`src/sv/bpc_pkg.sv`:
```
// bpc_pkg: shared types and codes for the button press classifier
// phase codes, result kinds, configuration register indexes and structs
// no dependencies
package bpc_pkg;

	localparam int TIMER_BITS_DEF = 16;
	localparam int PHASE_W = 3;
	localparam int KIND_W = 2;
	localparam int CFG_IDX_W = 2;
	localparam int CFG_DATA_W = 16;

	localparam logic [PHASE_W-1:0] PH_IDLE    = 3'd0;
	localparam logic [PHASE_W-1:0] PH_SETTLE1 = 3'd1;
	localparam logic [PHASE_W-1:0] PH_HOLD1   = 3'd2;
	localparam logic [PHASE_W-1:0] PH_WINDOW  = 3'd3;
	localparam logic [PHASE_W-1:0] PH_SETTLE2 = 3'd4;
	localparam logic [PHASE_W-1:0] PH_HOLD2   = 3'd5;
	localparam logic [PHASE_W-1:0] PH_DRAIN   = 3'd6;

	localparam logic [KIND_W-1:0] KIND_SHORT  = 2'd0;
	localparam logic [KIND_W-1:0] KIND_LONG   = 2'd1;
	localparam logic [KIND_W-1:0] KIND_DOUBLE = 2'd2;

	localparam logic [CFG_IDX_W-1:0] REG_LONG_PRESS   = 2'd0;
	localparam logic [CFG_IDX_W-1:0] REG_DOUBLE_CLICK = 2'd1;
	localparam logic [CFG_IDX_W-1:0] REG_DEBOUNCE     = 2'd2;

	localparam logic [15:0] LONG_PRESS_RST   = 16'd3000;
	localparam logic [15:0] DOUBLE_CLICK_RST = 16'd400;
	localparam logic [7:0]  DEBOUNCE_RST     = 8'd20;

	typedef struct packed {
		logic [15:0] long_press_ticks;
		logic [15:0] double_click_ticks;
		logic [7:0]  debounce_ticks;
	} cfg_t;

	typedef struct packed {
		logic [PHASE_W-1:0] phase;
		logic               emit;
		logic [KIND_W-1:0]  kind;
	} step_res_t;

endpackage

```
`src/sv/bpc_cfg_regs.sv`:
```
// bpc_cfg_regs: the three threshold registers of the classifier
// depends on bpc_pkg
module bpc_cfg_regs import bpc_pkg::*; (
	input  logic                  clk,
	input  logic                  arst_n,
	input  logic                  cfg_we,
	input  logic [CFG_IDX_W-1:0]  cfg_index,
	input  logic [CFG_DATA_W-1:0] cfg_data,
	output cfg_t                  cfg
);

	cfg_t cfg_q;

	always_ff @(posedge clk or negedge arst_n) begin
		if (!arst_n) begin
			cfg_q.long_press_ticks   <= LONG_PRESS_RST;
			cfg_q.double_click_ticks <= DOUBLE_CLICK_RST;
			cfg_q.debounce_ticks     <= DEBOUNCE_RST;
		end else if (cfg_we) begin
			case (cfg_index)
				REG_LONG_PRESS:   cfg_q.long_press_ticks   <= cfg_data;
				REG_DOUBLE_CLICK: cfg_q.double_click_ticks <= cfg_data;
				REG_DEBOUNCE:     cfg_q.debounce_ticks     <= cfg_data[7:0];
				default: ;
			endcase
		end
	end

	assign cfg = cfg_q;

endmodule

```
`src/sv/bpc_in_stage.sv`:
```
// bpc_in_stage: input register for the button sample
// depends on bpc_pkg
module bpc_in_stage import bpc_pkg::*; (
	input  logic clk,
	input  logic arst_n,
	input  logic in_valid,
	output logic in_ready,
	input  logic pressed,
	input  logic advance,
	output logic valid_s1,
	output logic pressed_s1
);

	logic valid_q;
	logic pressed_q;

	// stage frees up when its word moves on
	assign in_ready = !valid_q || advance;

	always_ff @(posedge clk or negedge arst_n) begin
		if (!arst_n) begin
			valid_q <= 1'b0;
		end else if (in_ready) begin
			valid_q <= in_valid;
		end
	end

	always_ff @(posedge clk) begin
		if (in_ready && in_valid) begin
			pressed_q <= pressed;
		end
	end

	assign valid_s1   = valid_q;
	assign pressed_s1 = pressed_q;

endmodule

```
`src/sv/bpc_step.sv`:
```
// bpc_step: next phase, timer and result for one button sample
// depends on bpc_pkg
module bpc_step import bpc_pkg::*; #(
	parameter int TIMER_BITS = TIMER_BITS_DEF
) (
	input  cfg_t                  cfg,
	input  logic [PHASE_W-1:0]    phase,
	input  logic [TIMER_BITS-1:0] elapsed,
	input  logic                  pressed,
	output step_res_t             res,
	output logic [TIMER_BITS-1:0] elapsed_next
);

	localparam int CW = (TIMER_BITS > 16) ? TIMER_BITS : 16;

	logic [TIMER_BITS-1:0] e_t;
	logic [CW-1:0]         e_w;
	logic                  second;
	logic                  deb_zero;
	logic                  long_zero;
	logic                  dct_zero;
	logic                  settled;
	logic                  long_hit;
	logic                  win_over;
	logic [KIND_W-1:0]     held_kind;

	// saturating tick
	assign e_t       = (&elapsed) ? elapsed : elapsed + 1'b1;
	assign e_w       = CW'(e_t);
	assign second    = (phase == PH_SETTLE2) || (phase == PH_HOLD2);
	assign deb_zero  = (cfg.debounce_ticks == 8'd0);
	assign long_zero = (cfg.long_press_ticks == 16'd0);
	assign dct_zero  = (cfg.double_click_ticks == 16'd0);
	assign settled   = (e_w >= CW'(cfg.debounce_ticks));
	assign long_hit  = (e_w >= CW'(cfg.long_press_ticks));
	assign win_over  = (e_w >= CW'(cfg.double_click_ticks));
	assign held_kind = second ? KIND_DOUBLE : KIND_LONG;

	always_comb begin
		res.phase    = phase;
		res.emit     = 1'b0;
		res.kind     = KIND_SHORT;
		elapsed_next = elapsed;
		case (phase)
			PH_SETTLE1, PH_SETTLE2: begin
				elapsed_next = e_t;
				if (settled) begin
					if (!pressed) begin
						if (second) begin
							res.emit  = 1'b1;
							res.kind  = KIND_DOUBLE;
							res.phase = PH_IDLE;
						end else begin
							// open double-click window
							elapsed_next = '0;
							res.phase    = dct_zero ? PH_IDLE : PH_WINDOW;
							res.emit     = dct_zero;
						end
					end else begin
						elapsed_next = '0;
						res.phase    = second ? PH_HOLD2 : PH_HOLD1;
						if (long_zero) begin
							res.emit  = 1'b1;
							res.kind  = held_kind;
							res.phase = PH_DRAIN;
						end
					end
				end
			end
			PH_HOLD1, PH_HOLD2: begin
				elapsed_next = e_t;
				if (!pressed) begin
					if (second) begin
						res.emit  = 1'b1;
						res.kind  = KIND_DOUBLE;
						res.phase = PH_IDLE;
					end else begin
						elapsed_next = '0;
						res.phase    = dct_zero ? PH_IDLE : PH_WINDOW;
						res.emit     = dct_zero;
					end
				end else if (long_hit) begin
					res.emit  = 1'b1;
					res.kind  = held_kind;
					res.phase = PH_DRAIN;
				end
			end
			PH_WINDOW: begin
				elapsed_next = e_t;
				if (win_over) begin
					// sample on the closing tick is ignored
					res.emit  = 1'b1;
					res.phase = PH_IDLE;
				end else if (pressed) begin
					elapsed_next = '0;
					if (!deb_zero) begin
						res.phase = PH_SETTLE2;
					end else if (!long_zero) begin
						res.phase = PH_HOLD2;
					end else begin
						res.emit  = 1'b1;
						res.kind  = KIND_DOUBLE;
						res.phase = PH_DRAIN;
					end
				end
			end
			PH_DRAIN: begin
				if (!pressed) begin
					res.phase = PH_IDLE;
				end
			end
			default: begin
				// idle and the unused code
				res.phase = PH_IDLE;
				if (pressed) begin
					elapsed_next = '0;
					if (!deb_zero) begin
						res.phase = PH_SETTLE1;
					end else if (!long_zero) begin
						res.phase = PH_HOLD1;
					end else begin
						res.emit  = 1'b1;
						res.kind  = KIND_LONG;
						res.phase = PH_DRAIN;
					end
				end
			end
		endcase
	end

endmodule

```
`src/sv/button_press_classifier_top.sv`:
```
// button_press_classifier_top: short / long / double press classifier
// depends on bpc_pkg, bpc_cfg_regs, bpc_in_stage, bpc_step
//
// channel   | handshake            | word
// ----------+----------------------+--------------------------------
// input     | in_valid / in_ready  | pressed, one sample per tick
// result    | out_valid / out_ready| press_kind (0 short 1 long 2 double)
// config    | cfg_we               | cfg_index, cfg_data, no read-back
//
// one sample word is taken every clock cycle unless a held result stalls the
// step; the phase/timer loop closes through the combinational bpc_step, so
// throughput is one word per cycle while the result side keeps up; an accepted
// sample sits in the input register, then the step loads the result register
// arst_n clears phase, timer, both valid flags and the thresholds to defaults
// a held result stalls the step; the input register still takes one more word
module button_press_classifier_top import bpc_pkg::*; #(
	parameter int TIMER_BITS = TIMER_BITS_DEF
) (
	input  logic                  clk,
	input  logic                  arst_n,
	// sample channel
	input  logic                  in_valid,
	output logic                  in_ready,
	input  logic                  pressed,
	// result channel
	output logic                  out_valid,
	input  logic                  out_ready,
	output logic [KIND_W-1:0]     press_kind,
	// configuration writes
	input  logic                  cfg_we,
	input  logic [CFG_IDX_W-1:0]  cfg_index,
	input  logic [CFG_DATA_W-1:0] cfg_data
);

	cfg_t                  cfg;
	logic                  valid_s1;
	logic                  pressed_s1;
	logic                  advance;
	logic                  fire_s1;
	step_res_t             res;
	logic [TIMER_BITS-1:0] elapsed_next;

	// classifier state
	logic [PHASE_W-1:0]    phase_q;
	logic [TIMER_BITS-1:0] elapsed_q;

	// result register
	logic                  out_valid_q;
	logic [KIND_W-1:0]     kind_q;

	// step may run when the result register is empty or being emptied
	assign advance = !out_valid_q || out_ready;
	assign fire_s1 = advance && valid_s1;

	bpc_cfg_regs u_cfg (
		.clk       (clk),
		.arst_n    (arst_n),
		.cfg_we    (cfg_we),
		.cfg_index (cfg_index),
		.cfg_data  (cfg_data),
		.cfg       (cfg)
	);

	bpc_in_stage u_in (
		.clk        (clk),
		.arst_n     (arst_n),
		.in_valid   (in_valid),
		.in_ready   (in_ready),
		.pressed    (pressed),
		.advance    (advance),
		.valid_s1   (valid_s1),
		.pressed_s1 (pressed_s1)
	);

	bpc_step #(
		.TIMER_BITS (TIMER_BITS)
	) u_step (
		.cfg          (cfg),
		.phase        (phase_q),
		.elapsed      (elapsed_q),
		.pressed      (pressed_s1),
		.res          (res),
		.elapsed_next (elapsed_next)
	);

	// phase and settle/hold/window timer advance once per classified sample
	always_ff @(posedge clk or negedge arst_n) begin
		if (!arst_n) begin
			phase_q   <= PH_IDLE;
			elapsed_q <= '0;
		end else if (fire_s1) begin
			phase_q   <= res.phase;
			elapsed_q <= elapsed_next;
		end
	end

	// result register: valid updated whenever the step may run; kind loaded only on ticks that classify a press
	always_ff @(posedge clk or negedge arst_n) begin
		if (!arst_n) begin
			out_valid_q <= 1'b0;
		end else if (advance) begin
			out_valid_q <= fire_s1 && res.emit;
		end
	end

	always_ff @(posedge clk) begin
		if (fire_s1 && res.emit) begin
			kind_q <= res.kind;
		end
	end

	assign out_valid  = out_valid_q;
	assign press_kind = kind_q;

	// a long press always leaves the block waiting for release
	a_long_drains: assert property (@(posedge clk) disable iff (!arst_n)
		(fire_s1 && res.emit && res.kind == KIND_LONG) |=> (phase_q == PH_DRAIN))
		else $error("long press did not enter drain");

	// an idle tick with the button up never produces a result
	a_idle_quiet: assert property (@(posedge clk) disable iff (!arst_n)
		(fire_s1 && phase_q == PH_IDLE && !pressed_s1) |=> !out_valid_q)
		else $error("result from idle release");

	// input side stalls only behind a held result and a full input register
	a_stall_cause: assert property (@(posedge clk) disable iff (!arst_n)
		!in_ready |-> (valid_s1 && out_valid_q && !out_ready))
		else $error("input stalled without backpressure");

	// only the three defined kinds leave the block
	a_kind_legal: assert property (@(posedge clk) disable iff (!arst_n)
		out_valid |-> (press_kind == KIND_SHORT || press_kind == KIND_LONG ||
			press_kind == KIND_DOUBLE))
		else $error("undefined press kind");

endmodule
```
`config.mk`:
```
export PLATFORM = sky130hd
export DESIGN_NAME = button_press_classifier_top
export DESIGN_NICKNAME = d
export VERILOG_FILES = /design/src/sv/bpc_pkg.sv /design/src/sv/bpc_cfg_regs.sv /design/src/sv/bpc_in_stage.sv /design/src/sv/bpc_step.sv /design/src/sv/button_press_classifier_top.sv
export SDC_FILE = /design/constraint.sdc
export NUM_CORES = 1
export LEC_CHECK = 0
export BUFFER_PORTS_ARGS = -buffer_cell sky130_fd_sc_hd__buf_2
export CORE_MARGIN = 3
export CORE_UTILIZATION = 43
export DETAILED_ROUTE_END_ITERATION = 16
export SLEW_MARGIN = 10
export SYNTH_ARGS = -nofsm -noshare
export SYNTH_HDL_FRONTEND = slang
export SYNTH_HIERARCHICAL = 1
export SYNTH_SLANG_ARGS = --single-unit
```
`constraint.sdc`:
```
create_clock -name clk -period 8.5 [get_ports clk]
set_input_delay 1.275 -clock clk [delete_from_list [all_inputs] [get_ports clk]]
set_output_delay 1.275 -clock clk [all_outputs]
set_load 0.05 [all_outputs]
```
## Yosys cells after proc, flatten, opt, wreduce, memory -nomap -nowiden

Cells that the tools add are included.
Widths: inputs -> output; s select.

| operators by class | value |
|---|---|
| muxes and demuxes | 34 |
| $add $sub $neg | 1 |
| reduce and logical (&&, ||, !) cells | 21 |
| bitwise operators | 1 |
| eq/ne operators | 12 |
| order comparisons | 3 |

Operator list:

| operator | count |
|---|---|
| $mux 16 | 8 |
| $pmux 16 s4 | 1 |
| $mux 6 | 7 |
| $ge 16x16->1 | 2 |
| $logic_not 16->1 | 2 |
| $mux 3 | 9 |
| $pmux 3 s4 | 2 |
| $add 16x1->16 const B | 1 |
| $ge 16x8->1 | 1 |
| $reduce_and 16->1 | 1 |
| $mux 2 | 5 |
| $eq 3x3->1 const B | 3 |
| $logic_not 8->1 | 1 |
| $mux 4 | 2 |
| $eq 3x2->1 const B | 2 |
| $ne 3x2->1 const B | 2 |
| $reduce_and 2->1 | 3 |
| $reduce_and 5->1 | 1 |
| $reduce_bool 4->1 | 1 |
| $reduce_or 2->1 | 2 |
| $eq 3x1->1 const B | 1 |
| $logic_and 1x1->1 | 3 |
| $logic_or 1x1->1 | 3 |
| $reduce_and 3->1 | 1 |
| other kinds (7) | 8 |

| word-level totals | value |
|---|---|
| register bits | 64 |
| output and inout port bits | 4 |
| input port bits | 24 |
| logic and storage cells | 81 |

## Depth between registers and ports, before layout

Gate-level depths: netlist of run 1.

| depth | value |
|---|---|
| depth after elaboration | 8 |
| mapped depth | 19 |
| mapped depth without buffers | 18 |

## By module

Netlist of run 1, hierarchy kept.

By module, submodules not included:

| module | seq. area each (µm²) | cells each | instances | area an instance (µm²) |
|---|---|---|---|---|
| bpc_step | 0.0 | 356 | 1 | 2322.2 |
| bpc_cfg_regs | 1016.0 | 85 | 1 | 1526.5 |
| button_press_classifier_top | 560.5 | 47 | 1 | 862.1 |
| bpc_in_stage | 55.1 | 5 | 1 | 83.8 |

## Worst setup path after synthesis of run 1

No wires, ideal clock.

| timing | value |
|---|---|
| path kind | flip-flop to flip-flop |
| start | reg elapsed_q[0] |
| end | reg kind_q[0], in the netlist press_kind[0], enable pin |
| period minus slack after synthesis | 4.284 ns |
| library setup time | 0.246 ns |
| setup slack | 4.216 ns |
| data arrival time | 4.038 ns |
| path buffers | 1 |
| cell stages (with the launch flop) | 19 |
| cells stage by stage | dfrtp_1 ha_1 nand3_2 or4_4 buf_6 nand2_1 nor2_1 and3_1 xor2_1 ha_1 a21o_1 a21o_1 a221o_1 maj3_1 a211o_1 a22oi_1 o2111ai_1 nand2_1 nor2b_1 |

RTL lines:

| what | RTL line | RTL |
|---|---|---|
| from (decl) | button_press_classifier_top.sv:45 | `logic [TIMER_BITS-1:0] elapsed_q;` |
| from (signal assigned) | button_press_classifier_top.sv:93 | `elapsed_q <= elapsed_next;` |
| to (signal assigned) | button_press_classifier_top.sv:108 | `kind_q <= res.kind;` |
| to (decl) | button_press_classifier_top.sv:49 | `logic [KIND_W-1:0] kind_q;` |

==> results by group, run 1 <==
Die
  • Core Rows: 37
  • Die Area: 0.0125 sq mm
  • Starting density of the core: 0.452
  • Die width: 112 um
  • Die span in y: 112 um
  • I/O pin count: 28
  • Core Footprint: 0.0106 sq mm

Timing
  • Final slew viol count: 0
  • Total negative setup slack: 0 ns
  • Final hold violations: 0
  • Worst slew pin tran: 0.836 ns
  • Max_slew headroom: 0.442
  • Final setup skew: 0.00662 ns
  • Achievable frequency: 0.212 GHz
  • Fin crit period: 4.72 ns
  • Setup-failing EPs final: 0
  • RSZ-0062 raised after global routing: false
  • Part of the cycle the worst path needs: 0.555
  • Setup ws final: 3.78 ns

Synthesis
  • Most used DFF post-synth: dfrtp_1
  • Post-synthesis net count: 556
  • Synth Area per Inst: 9.73 sq um
  • Post-synth cell types: 77
  • Synth warn: 6
  • Cells after Synth: 493
  • Async SR Flop Fraction: 0.953
  • Yosys reg bits: 64
  • EDFF count, synth: 3
  • Seq/Total Area, Yosys: 0.340
  • Mapped Area: 0.00479 sq mm

Clocking
  • CTS-repair resized insts: 0
  • Hold_buf cts: 0
  • # Post-CTS Setup Buffers: 0
  • Reg clk slew, reported paths: 0.08 ns
  • CTS tree: done
  • H-tree depth: 3
  • Clock Path Buffers: 2
  • Num Clock Sinks: 64
  • Clk_lat worst skew: 0.36 ns
  • CTS Buf Count: 9
  • Root Buffer: clkbuf_8

Place
  • Port Buffers: 27
  • Pre-CTS setup slack: 3.87 ns
  • Detailed Place HPWL: 8.92 mm
  • Routability cong.: 0.938

Critical path
  • Arr. time, crit path: 4.84 ns
  • CP Depth: 17
  • Reg2reg start: elapsed_q[0]
  • CP delay by family, top: compound AO/OA/AOI/OAI gates
  • Crit path capture type: register
  • Slowest CP cell: or4_4
  • Setup CP Type: register to register
  • CP peak stage delay: 0.64 ns
  • Worst setup path end: press_kind[0]
  • Critical Path Start: elapsed_q[0]
  • Worst Path Required: 8.62 ns
  • Type of origin of the critical path: register
  • R2r endpoint: press_kind[0]
  • Crit-path max FO: 10
  • Worst path bufs/invs: 0
  • CP Cell Sequence: ha_1, nand3_2, or4_4, nand2_1, nor2_1, and3_1, xor2_1, ha_1, a21o_1, a21o_1, a221o_1, maj3_1, a211o_1, a22oi_1, o2111ai_1, nand2_1, nor2b_1
  • Path depth of the worst reg2reg path: 17
  • FF-to-FF setup slack: 3.78 ns

Pwr
  • Combinational power share: 0.414
  • Seq pwr share: 0.374
  • Worst IR Drop VDD: 145 uV
  • Sw Share: 0.422
  • Power density over cell area: 241 mW/mm^2
  • Power Total: 1.26 mW
  • P_sw: 0.531 mW
  • Static Leakage: 2.40 nW
  • Pint: 0.728 mW
  • Clock power share: 0.212

GRT
  • Grt met2 use: 0.296
  • Met1 GRT Util: 0.291
  • First-pass GRT wire length: 20.1 mm
  • Total GRT Usage: 0.199
  • Top Usage Layer GRT: met2
  • Vias in the first global route: 3781
  • Initial antenna violation count: 0
  • Remaining Overflow, GRT: 0
  • Met3 capacity usage during global routing: 0.0446
  • Largest net degree at the start of global routing: 62

Cells and area
  • Share of layout cells above drive strength 1: 0.273
  • # diodes: 0
  • Area Overhead vs Synth: 8.85%
  • Final #Nets: 581
  • Commonest non-fill, non-tap cells in the layout: 52 x mux2_2, 49 x dfrtp_1, 49 x inv_1, 44 x nand2_1, 39 x ha_1
  • Most common cell after layout, fill and taps aside: mux2_2

Routing
  • Final wirelength: 11.9 mm
  • Post-route antenna net violation count: 0
  • Iteration-0 DRC Markers: 282
  • Via Count: 3831
  • Vias/cell: 5.81
  • DRC: 0
  • Pre-antenna DRT Iters: 7
  • WL/cell: 18.0 um

Hold path
  • Hold WC Path Type: register to register
  • Hold depth: 1

Job
  • Max-cap violations: 0

Outcome
  • Status: finished clean
## final cells by class
type	instances	area (sq um)
inverter	50	188
fill	972	5380
sequential	64	1630
tap	136	170
clock inverter	6	68.8
clock buffer	10	128
timing repair buffer	29	150
multi-input combinational	364	2880
## per-layer routing
metal  vias to the layer above  wire, um
li1                       1875         -
met1                      1843      5790
met2                       100      5290
met3                        13       628
met4                         0       173
met5                         -         0
## synth_stat cells, drive strengths merged (2+ instances only)
| master | n | area [sq um] |
|---|---|---|
| nor2 | 21 | 81.3 |
| nor2b | 2 | 12.5 |
| dfrtp | 49 | 1230 |
| and2 | 3 | 21.3 |
| nand3b | 2 | 18.8 |
| buf | 7 | 66.3 |
| or3 | 2 | 17.5 |
| and4 | 5 | 46.3 |
| or2 | 6 | 40.0 |
| o211ai | 6 | 55.1 |
| dfstp | 12 | 315 |
| edfxtp | 3 | 90.1 |
| nand4 | 12 | 90.1 |
| a211o | 2 | 17.5 |
| a221oi | 2 | 17.5 |
| and3 | 3 | 18.8 |
| o21a | 2 | 15.0 |
| a22o | 5 | 43.8 |
| nand3 | 9 | 50.1 |
| a41oi | 2 | 17.5 |
| o21ai | 29 | 145 |
| o2111ai | 3 | 26.3 |
| nor4 | 12 | 90.1 |
| o2bb2ai | 2 | 17.5 |
| a31oi | 3 | 25.0 |
| clkbuf | 8 | 31.3 |
| nand2b | 8 | 65.1 |
| or4 | 2 | 18.8 |
| o31ai | 2 | 15.0 |
| a21oi | 29 | 145 |
| xnor2 | 3 | 26.3 |
| a21o | 3 | 22.5 |
| nand2 | 46 | 183 |
| o311ai | 3 | 26.3 |
| a211oi | 9 | 67.6 |
| nor3 | 6 | 30.0 |
| xor2 | 3 | 26.3 |
| inv | 49 | 184 |
| ha | 39 | 488 |
| mux2 | 62 | 736 |
## state kept, by name, indices dropped and copies added (netlist names)
register and count:
elapsed_q 16, out_valid 1, phase_q 3, press_kind 2, u_cfg/cfg 40, u_in/pressed_s1 1, u_in/valid_s1 1
## worst reg2reg max path: cells and delay by family, from the launching register on
kind / cells / cell delay [ns]
compound gates: 6 / 1.36
xor+xnor: 1 / 0.30
flops: 1 / 0.49
simple gates: 7 / 1.34
fa+ha+maj: 3 / 0.99
## power by group through the flow
stage               sequential [mW]  clock, mW  combinational, mW
global placement              0.474          0              0.512
detailed placement            0.475          0              0.513
finish                        0.471      0.268              0.521
global route                  0.483      0.288              0.586
floorplan                     0.433          0              0.414
CTS                           0.470      0.277              0.517
## cells by family after synthesis
logic type | count (synthesis) | synth area share
and+or+nand+nor | 142 | 0.173
AOI/OAI and AO/OA | 113 | 0.157
buffers and inverters | 65 | 0.0595
DFF | 64 | 0.340
muxes | 63 | 0.156
adders and majority gates | 40 | 0.104
xor gates and xnor gates | 6 | 0.0110
## how the worst min path moves through the flow
| stage | from | end | slack [ns] |
|---|---|---|---|
| 2_1_floorplan | elapsed_q[12] | elapsed_q[12] | 0.48 |
| 3_3_place_gp | u_cfg/cfg[6] | u_cfg/cfg[6] | 0.49 |
| 3_5_place_dp | u_cfg/cfg[6] | u_cfg/cfg[6] | 0.51 |
| 4_1_cts | u_cfg/cfg[6] | u_cfg/cfg[6] | 0.53 |
| 5_1_grt | u_cfg/cfg[3] | u_cfg/cfg[3] | 0.55 |
| 6_report | u_cfg/cfg[3] | u_cfg/cfg[3] | 0.53 |
## stage by stage
stage	instances	area [sq um]	hold WS, ns	utilization
5_1_grt	659	5220	0.550	0.492
3_3_place_gp	643	5020	0.492	0.474
4_1_cts	659	5220	0.529	0.492
3_5_place_dp	643	5020	0.512	0.474
2_1_floorplan	493	4790	0.476	-
6_report	659	5220	0.531	0.492
Note: power is estimated with default switching activity, not from simulation.
==> run 2: changes to the inputs <==
==> constraint.sdc (replaced) <==
create_clock -name clk -period 4.1 [get_ports clk]
set_input_delay 0.615 -clock clk [delete_from_list [all_inputs] [get_ports clk]]
set_output_delay 0.615 -clock clk [all_outputs]
set_load 0.05 [all_outputs]
==> run 2 against run 1 <==
  * Power grew 120%
  * Clock power rose by 100%
  * Via count increased by 4.6%
  * Die area unchanged
  * Routed wire length grew 3.2%
  * Non-clock buffer count is 38 higher
  * Global-route usage up 0.26 points
  * Combinational power is 140% higher
  * Count of clock-buffer cells in the layout is the same
==> results by group, run 2 (same netlist as run 1, synthesis figures left out) <==
Timing
  • RSZ-0062 raised after global routing: true
  • Final slew viol count: 0
  • Setup ws final: 0.0709 ns
  • Worst slew pin tran: 0.842 ns
  • Worst hold slack: 0.307 ns
  • Total negative setup slack: 0 ns
  • Max_slew headroom: 0.438
  • Part of the cycle the worst path needs: 0.983
  • Setup-failing EPs final: 0
  • Achievable frequency: 0.248 GHz
  • Final hold violations: 0
  • Fin crit period: 4.03 ns
  • Final setup skew: 0.0127 ns

Cells and area
  • # diodes: 0
  • Area Overhead vs Synth: 17.6%
  • Register area: 0.00163 sq mm
  • Multi-input logic area: 0.00302 sq mm
  • Final #Nets: 619
  • Share of layout cells above drive strength 1: 0.360
  • Commonest non-fill, non-tap cells in the layout: 52 x mux2_2, 49 x inv_1, 48 x dfrtp_1, 42 x nand2_1, 40 x buf_4
  • Final instance area: 0.00564 sq mm
  • Most common cell after layout, fill and taps aside: mux2_2
  • Fillers: 967
  • Largest register FFs: 40

Pwr
  • Sw Share: 0.415
  • Pint: 1.61 mW
  • Power density over cell area: 488 mW/mm^2
  • Seq pwr share: 0.348
  • Combinational power share: 0.455
  • Worst IR Drop VDD: 364 uV
  • Clock power share: 0.197
  • Static Leakage: 2.64 nW
  • P_sw: 1.14 mW

Die
  • Starting density of the core: 0.452
  • Core Rows: 37
  • Die span in y: 112 um
  • Die width: 112 um
  • I/O pin count: 28
  • Core Footprint: 0.0106 sq mm
  • Die Area: 0.0125 sq mm

Routing
  • WL/cell: 17.6 um
  • Final wirelength: 12.2 mm
  • DRC: 0
  • Via Count: 4007
  • Iteration-0 DRC Markers: 429
  • Pre-antenna DRT Iters: 6
  • Post-route antenna net violation count: 0
  • Vias/cell: 5.75

Clocking
  • Reg clk slew, reported paths: 0.08 ns
  • CTS tree: done
  • H-tree depth: 3
  • CTS Buf Count: 9
  • Clk_lat worst skew: 0.36 ns
  • Clock Path Buffers: 2
  • Num Clock Sinks: 64
  • Root Buffer: clkbuf_8

Critical path
  • FF-to-FF setup slack: 0.07 ns
  • Type of origin of the critical path: register
  • Arr. time, crit path: 4.15 ns
  • Path depth of the worst reg2reg path: 17
  • Setup CP Type: register to register
  • Reg2reg start: elapsed_q[1]
  • Crit path capture type: register
  • R2r endpoint: press_kind[1]
  • Worst Path Required: 4.22 ns
  • Crit-path max FO: 5

Place
  • Routability cong.: 0.900
  • Area post-placement: 0.00530 sq mm
  • Detailed Place HPWL: 9.34 mm
  • Port Buffers: 27
  • Pre-CTS setup slack: -0.0321 ns

GRT
  • First-pass GRT wire length: 20.3 mm
  • Vias in the first global route: 3926
  • Initial antenna violation count: 0
  • Largest net degree at the start of global routing: 33
  • Remaining Overflow, GRT: 0
  • Total GRT Usage: 0.202

Outcome
  • Status: finished clean

Job
  • Max-cap violations: 0

Hold path
  • Hold WC Path Type: input pin to asynchronous set/reset pin
-- run 2: power groups by stage --
stage	combinational (mW)	clock [mW]	sequential (mW)
6_report	1.25	0.542	0.957
5_1_grt	1.38	0.593	0.982
4_1_cts	1.22	0.563	0.952
3_5_place_dp	1.18	0	0.964
3_3_place_gp	1.17	0	0.961
2_1_floorplan	0.868	0	0.906
-- run 2: stage by stage --
stage / utilization / power [mW] / cells
after floorplan: - / 1.77 / 493
final: 0.532 / 2.75 / 697
after global placement: 0.500 / 2.13 / 676
after global routing: 0.532 / 2.95 / 697
after CTS: 0.524 / 2.73 / 695
after detailed placement: 0.500 / 2.14 / 676
-- run 2: worst max-delay path by stage --
stage,start,endpoint,slack (ns),cells after the start
floorplan,elapsed_q[0],press_kind[0],0.03,18
global placement,elapsed_q[1],phase_q[2],0.04,18
detailed placement,elapsed_q[1],press_kind[1],-0.03,17
CTS,elapsed_q[1],press_kind[1],-0.02,17
global route,elapsed_q[1],press_kind[1],-0.10,17
finish,elapsed_q[1],press_kind[1],0.07,17
-- run 2: layout make-up --
class | instances | area share
clock buffers | 10 | 0.0226
clock inverters | 6 | 0.0122
inverters | 50 | 0.0333
multi-input cells | 364 | 0.535
flip-flops and latches | 64 | 0.290
well taps | 136 | 0.0302
repair buffers | 67 | 0.0772
-- run 2: layer usage --
layer  vias up  part of all wire  GRT usage  wire length [um]
li1       1938                 -          -                 -
met1      1919              0.48      0.286              5880
met3        12             0.055     0.0516               668
met4         0             0.010     0.0470               126
met5         -                 0          0                 0
met2       138              0.46      0.310              5580
-- run 2: critical path, cell delays in order (launching register included) --
cell and delay (ns):
dfrtp_1 0.40, ha_4 0.16, nand3_4 0.07, or4_4 0.58, nand2_4 0.11, nor2_4 0.04
and3_4 0.16, xor2_2 0.15, ha_1 0.29, a21o_1 0.16, a21o_1 0.17, a221o_1 0.33
maj3_2 0.35, a211o_4 0.37, a22oi_2 0.14, o2111ai_2 0.12, nand2_1 0.11, nor2b_2 0.06
-- run 2: timing repair --
action | 4_1_cts | 5_1_grt
pin swaps | 11 | 12
endpoints found under the setup margin | 7 | 18
hold buffers | 0 | 0
buffers inserted | 3 | 2
gates cloned | 0 | 0
resized for setup | 10 | 13
==> run 3: changes to the inputs <==
--- a/config.mk
+++ b/config.mk
@@ -6,9 +6,11 @@
 export NUM_CORES = 1
 export LEC_CHECK = 0
 export BUFFER_PORTS_ARGS = -buffer_cell sky130_fd_sc_hd__buf_2
+export CORE_ASPECT_RATIO = 1.2
 export CORE_MARGIN = 3
 export CORE_UTILIZATION = 43
 export DETAILED_ROUTE_END_ITERATION = 16
+export HOLD_SLACK_MARGIN = 0.02
 export SLEW_MARGIN = 10
 export SYNTH_ARGS = -nofsm -noshare
 export SYNTH_HDL_FRONTEND = slang
==> constraint.sdc (replaced) <==
create_clock -name clk -period 4.1 [get_ports clk]
set_input_delay 0.82 -clock clk [delete_from_list [all_inputs] [get_ports clk]]
set_output_delay 0.82 -clock clk [all_outputs]
set_load 0.05 [all_outputs]
==> run 3 against run 2 <==
  * Global-route usage is 1.1 points higher
  * Flip-flop and latch count unchanged
  * Fmax down 0.75%
  * Via count grew 0.55%
  * Non-clock buffer count shrank 3
  * Clock skew shrank 0.00062 ns
  * Critical endpoint is now press_kind[0]
==> results by group, run 3 (same netlist as run 1, synthesis figures left out) <==
Clocking
  • Reg clk slew, reported paths: 0.06 ns
  • H-tree depth: 3
  • Num Clock Sinks: 64
  • Hold_buf cts: 0
  • Root Buffer: clkbuf_16
  • Clk_lat worst skew: 0.34 ns
  • Clock Path Buffers: 2
  • CTS tree: done
  • CTS Buf Count: 9

Cells and area
  • Multi-input logic area: 0.00302 sq mm
  • Largest register FFs: 40
  • Share of layout cells above drive strength 1: 0.357
  • Area Overhead vs Synth: 19.7%
  • Final instance count without filler cells: 687
  • Register area: 0.00163 sq mm
  • Fillers: 964
  • Most common cell after layout, fill and taps aside: mux2_2
  • Commonest non-fill, non-tap cells in the layout: 52 x mux2_2, 49 x inv_1, 48 x dfrtp_1, 43 x nand2_1, 38 x ha_1
  • Final #Nets: 616
  • Final instance area: 0.00574 sq mm
  • # diodes: 0

Critical path
  • Worst path bufs/invs: 0
  • CP peak stage delay: 0.58 ns
  • Path depth of the worst reg2reg path: 17
  • R2r endpoint: press_kind[0]
  • Worst Path Required: 4.20 ns
  • Slowest CP cell: or4_4
  • CP Depth: 17
  • Reg2reg start: elapsed_q[1]
  • CP Cell Sequence: ha_4, nand3_4, or4_4, nand2_4, nor2_4, and3_4, xor2_2, ha_1, a21o_1, a21o_1, a221o_1, maj3_2, a211o_4, a22oi_2, o2111ai_2, nand2_1, nor2b_2
  • Crit path capture type: register
  • CP most frequent cell: a21o_1
  • Crit-path max FO: 5
  • FF-to-FF setup slack: 0.04 ns
  • Type of origin of the critical path: register
  • Arr. time, crit path: 4.16 ns
  • CP delay by family, top: compound AO/OA/AOI/OAI gates
  • Setup CP Type: register to register

Pwr
  • Clock power share: 0.275
  • Power density over cell area: 534 mW/mm^2
  • Seq pwr share: 0.314
  • Worst IR Drop VDD: 335 uV
  • Pint: 1.87 mW
  • P_sw: 1.20 mW
  • Static Leakage: 2.68 nW
  • Sw Share: 0.391
  • Power Total: 3.06 mW
  • Combinational power share: 0.411

Hold path
  • Hold WC Path Type: register to register
  • Hold Path Origin: u_cfg/cfg[7]
  • Hold depth: 1
  • Hold endpoint: u_cfg/cfg[7]

GRT
  • Largest net degree at the start of global routing: 35
  • First-pass GRT wire length: 20.7 mm
  • Initial antenna violation count: 0
  • Vias in the first global route: 3954
  • Total GRT Usage: 0.213
  • Remaining Overflow, GRT: 0

Die
  • Die Area: 0.0125 sq mm
  • Die span in y: 122 um
  • Core Footprint: 0.0107 sq mm
  • Die width: 102 um
  • I/O pin count: 28
  • Core Rows: 41
  • Starting density of the core: 0.447

Place
  • Port Buffers: 27
  • Area post-placement: 0.00529 sq mm
  • Detailed Place HPWL: 9.41 mm
  • Pre-CTS setup slack: -0.0185 ns
  • Placed instance count: 669
  • Routability cong.: 0.928

Timing
  • Fin crit period: 4.06 ns
  • Achievable frequency: 0.246 GHz
  • Max_slew headroom: 0.437
  • Final hold violations: 0
  • Part of the cycle the worst path needs: 0.990
  • Setup ws final: 0.0405 ns
  • Worst slew pin tran: 0.844 ns
  • RSZ-0062 raised after global routing: true
  • Final setup skew: 0.0120 ns
  • Setup-failing EPs final: 0
  • Final slew viol count: 0

Routing
  • Via Count: 4029
  • WL/cell: 18.0 um
  • Post-route antenna net violation count: 0
  • Pre-antenna DRT Iters: 5
  • DRC: 0
  • Vias/cell: 5.86
  • Final wirelength: 12.4 mm
  • Iteration-0 DRC Markers: 275

Job
  • Max-cap violations: 0

Outcome
  • Status: finished clean
## run 3: changes by cell type in the layout (fill, tap and decap cells not counted), sizes merged
cell      previous run  this run
buf                 67        64
bufinv               1         2
clkbuf              10         9
clkinvlp             1         0
inv                 50        51
## run 3: metrics by stage
stage	util	TNS (ns)	hold WS (ns)
detailed placement	0.493	-0.0369	0.503
CTS	0.527	-0.0995	0.516
floorplan	-	0	0.476
global placement	0.493	0	0.490
finish	0.535	0	0.520
global route	0.535	-0.608	0.529
## run 3: power groups by stage
| stage | logic, mW | clock network (mW) | registers [mW] |
|---|---|---|---|
| final | 1.26 | 0.844 | 0.961 |
| after CTS | 1.20 | 0.865 | 0.958 |
| after global placement | 1.17 | 0 | 0.965 |
| after floorplan | 0.868 | 0 | 0.906 |
| after detailed placement | 1.19 | 0 | 0.968 |
| after global routing | 1.40 | 0.890 | 0.980 |
## run 3: how the worst max path moves through the flow
stage / from / endpoint / slack, ns
floorplan: elapsed_q[0] / press_kind[0] / 0.03
global placement: elapsed_q[1] / press_kind[1] / 0.05
detailed placement: elapsed_q[1] / press_kind[1] / -0.02
CTS: elapsed_q[1] / press_kind[1] / -0.05
global route: elapsed_q[1] / press_kind[1] / -0.15
finish: elapsed_q[1] / press_kind[0] / 0.04
## run 3: layout make-up
type	instances	share of cell area
multi-input cells	364	0.526
flip-flops and latches	64	0.284
clock buffers	9	0.0392
repair buffers	64	0.0719
clock inverters	7	0.0181
well taps	129	0.0281
inverters	50	0.0327
## run 3: timing repair
item / CTS / global route
resized for setup: 6 / 17
setup buffers: 2 / 0
endpoints found under the setup margin: 2 / 23
pin swaps: 13 / 12
## run 3: metal layers
layer | wire length [um] | part of all wire | GRT usage | vias up
met4 | 257 | 0.021 | 0.0615 | 0
met3 | 574 | 0.046 | 0.0441 | 27
met5 | 0 | 0 | 0 | -
li1 | - | - | - | 1928
met1 | 5540 | 0.45 | 0.295 | 1941
met2 | 6020 | 0.49 | 0.336 | 133
